**src/design/gpf_ram.sv**
```systemverilog
module gpf_ram
   #(parameter int WIDTH = 8,
     parameter int DEPTH = 16)
   (input  logic                     clock,
    input  logic                     we,
    input  logic [$clog2(DEPTH)-1:0] waddr,
    input  logic [WIDTH-1:0]         wdata,
    input  logic [$clog2(DEPTH)-1:0] raddr,
    output logic [WIDTH-1:0]         rdata);

   logic [WIDTH-1:0] mem [DEPTH];
   logic [WIDTH-1:0] rdata_ff;

   // One write port and one registered read port.
   always_ff @(posedge clock) begin
      if (we) begin
         mem[waddr] <= wdata;
      end
      rdata_ff <= mem[raddr];
   end

   assign rdata = rdata_ff;

endmodule

```
**config.mk**
```make
export PLATFORM = sky130hd
export DESIGN_NAME = gpf_ram
export DESIGN_NICKNAME = d
export VERILOG_FILES = /design/src/design/gpf_ram.sv
export SDC_FILE = /design/constraint.sdc
export NUM_CORES = 1
export LEC_CHECK = 0
export BUFFER_PORTS_ARGS = -buffer_cell sky130_fd_sc_hd__buf_4
export CAP_MARGIN = 10
export CELL_PAD_IN_SITES_DETAIL_PLACEMENT = 1
export CELL_PAD_IN_SITES_GLOBAL_PLACEMENT = 1
export CORE_MARGIN = 1.5
export CORE_UTILIZATION = 48
export CTS_CLUSTER_DIAMETER = 200
export DETAILED_ROUTE_END_ITERATION = 6
export MAX_ROUTING_LAYER = met4
export PLACE_DENSITY = 0.7
export SLEW_MARGIN = 20
export SYNTH_ARGS = -nofsm -noshare
export SYNTH_HDL_FRONTEND = slang
export SYNTH_SLANG_ARGS = --single-unit
export TNS_END_PERCENT = 20
```
**constraint.sdc**
```tcl
create_clock -name clock -period 1.4 [get_ports clock]
set_input_delay 0 -clock clock [delete_from_list [all_inputs] [get_ports clock]]
set_output_delay 0 -clock clock [all_outputs]
set_load 0.03 [all_outputs]
```
==> out/results.ini <==
[clocking]
cts_root_buf = clkbuf_8
clock_latency_ns = 0.52
cts.sinks = 136
path_clk_slew_ns = 0.06
cts-htree-levels = 4
cts_buffer_depth = 2
cts_buffers = 17
tritoncts = yes

[routing]
ant_nets = 0
drt_iter0_drc = 115
routed_wl_um = 10300
vias = 2502
drc = 0
post_drt_wl_per_cell_um = 23.1
routed_via_density = 5.60
firstDrtPassIters = 5

[synth]
synth-seq-cells = 136
synth.avg_cell_area_um2 = 22.5
syn_inst = 229
ys_seq_area_frac = 0.778
synth_nets = 247
synthFlopType = edfxtp_1
synth_area_mm2 = 0.00515
post-synth-top-area-fraction = 0.747
synth_warnings = 0
synth.top_cells.by_area = edfxtp_1, mux4_2, mux4_1
synthArstFlopShare = 0
yosys.area.top_type = edfxtp_1
ys_types = 19
synth_edf_count = 128

[floorplan]
fp.dieW_um = 107
coreArea_mm2 = 0.0104
die_area_mm2 = 0.0114
top_level_ports = 26
die_h_um = 107
start_util = 0.496
rows = 37

[global_route]
overflow = 0
grt_use_total = 0.208
grt_most_used_layer = met2
grt_max_degree = 17
met3_usage = 0.0589
antenna_found_initial = 0
use_met1 = 0.264
grt_first_pass_wirelength_um = 15700
grt_pass1_vias = 2754
met2_usage = 0.323

[layout]
syn2layout_area_growth_pct = 23.5
drive_gt1_frac = 0.312
layout_common_cells = edfxtp_1, buf_4, mux4_2
nets = 316
n_antenna_cell = 0
final_common_cell = edfxtp_1

[worst_setup_path]
arrival_ns = 1.59
endpoint_kind = flop
cp-start-kind = input port
crit_required_ns = 1.63
critical_path_peak_fanout = 8
crit_type = in -> reg

[power]
irDropWorstVdd_uv = 888
p_leak_nw = 2.19
power_density_mw_per_mm2 = 1500
p_total_mw = 9.52

[place]
place.gp.congestion = 0.737
io_buffers = 25
hpwl_um = 6780

[sta]
slew_headroom = 0.484
min_period_over_period = 0.976
setup_viol = 0
fin_tns_setup_ns = 0
fin_skew_ns = 0.00428
tightest_slew_ns = 0.771
hold_violations = 0
rsz0062_at_grt = no
min_period_ns = 1.37
drv_slew = 0
fmax_mhz = 732

[min_path]
hp-class = in -> reg

[run_status]
status = finished clean

[flow_run]
maxCapViolCount = 0

critical path, stage by stage:
cell and delay [ns]:
dlygate4sd3_1 0.54, buf_4 0.16, nor3_2 0.15, dlygate4sd3_1 0.58, buf_6 0.16
layout make-up:
cell class                 count  area [um2]
clock inverter                12         156
clock buffer                  20         425
sequential                   136        4000
tap                          136         170
timing repair buffer          60         522
multi-input combinational     83        1080
fill                         890        4020
state kept, by name, summed over array words and instances (netlist names):
signal,count
rdata,8
mem,128
power by group:
part	total (mW)	switching, mW	internal [mW]
sequential	4.59	0.0337	4.55
clock	4.39	1.54	2.85
combinational	0.544	0.296	0.248
metal layers:
layer | share of wire | vias up
met5 | 0 | -
met4 | 0.022 | 0
met3 | 0.044 | 18
met2 | 0.50 | 70
met1 | 0.43 | 1303
li1 | - | 1111
kinds of logic after synthesis:
group	share of synthesized area
buf+inv	0.0168
simple gates	0.0318
compound gates	0.0233
mux	0.150
flops	0.778
worst paths after layout:
path | startpoint | to | slack, ns | cells after the start
worst max register to register | mem[1][0] | rdata[0] | 0.06 | 3
worst max-delay path | waddr[1] | mem[0][4] | 0.03 | 5
worst min-delay path | raddr[0] | rdata[6] | 0.05 | 4
worst min register to register | mem[8][1] | rdata[1] | 0.68 | 3
cells in the mapped netlist (2+ instances only):
library cell / number
nand3b_1: 2
nor3_1: 4
nor2_1: 13
nand2_1: 9
nand2b_1: 2
a22oi_1: 16
buf_2: 3
buf_6: 3
mux4_1: 14
mux4_2: 18
dfxtp_1: 8
clkdlybuf4s25_2: 3
edfxtp_1: 128
repair_timing:
item	in CTS	in global routing
endpoints found under the setup margin	1	11
hold buffers	12	0
resized for setup	1	3
hold endpoints to repair	141	0
pin swaps	0	1
buffers inserted	0	0
metrics by stage:
stage	setup slack (ns)	hold slack (ns)	cells	util	area [um2]
after floorplan	0.134	0.0989	229	-	5150
after global placement	-0.00973	0.305	403	0.543	5630
after detailed placement	-0.0450	0.319	403	0.543	5630
after CTS	0.0131	0.0367	447	0.611	6340
after global routing	0.0118	0.0467	447	0.613	6350
final	0.0338	0.0457	447	0.613	6350
(Power assumes the default switching activity.)
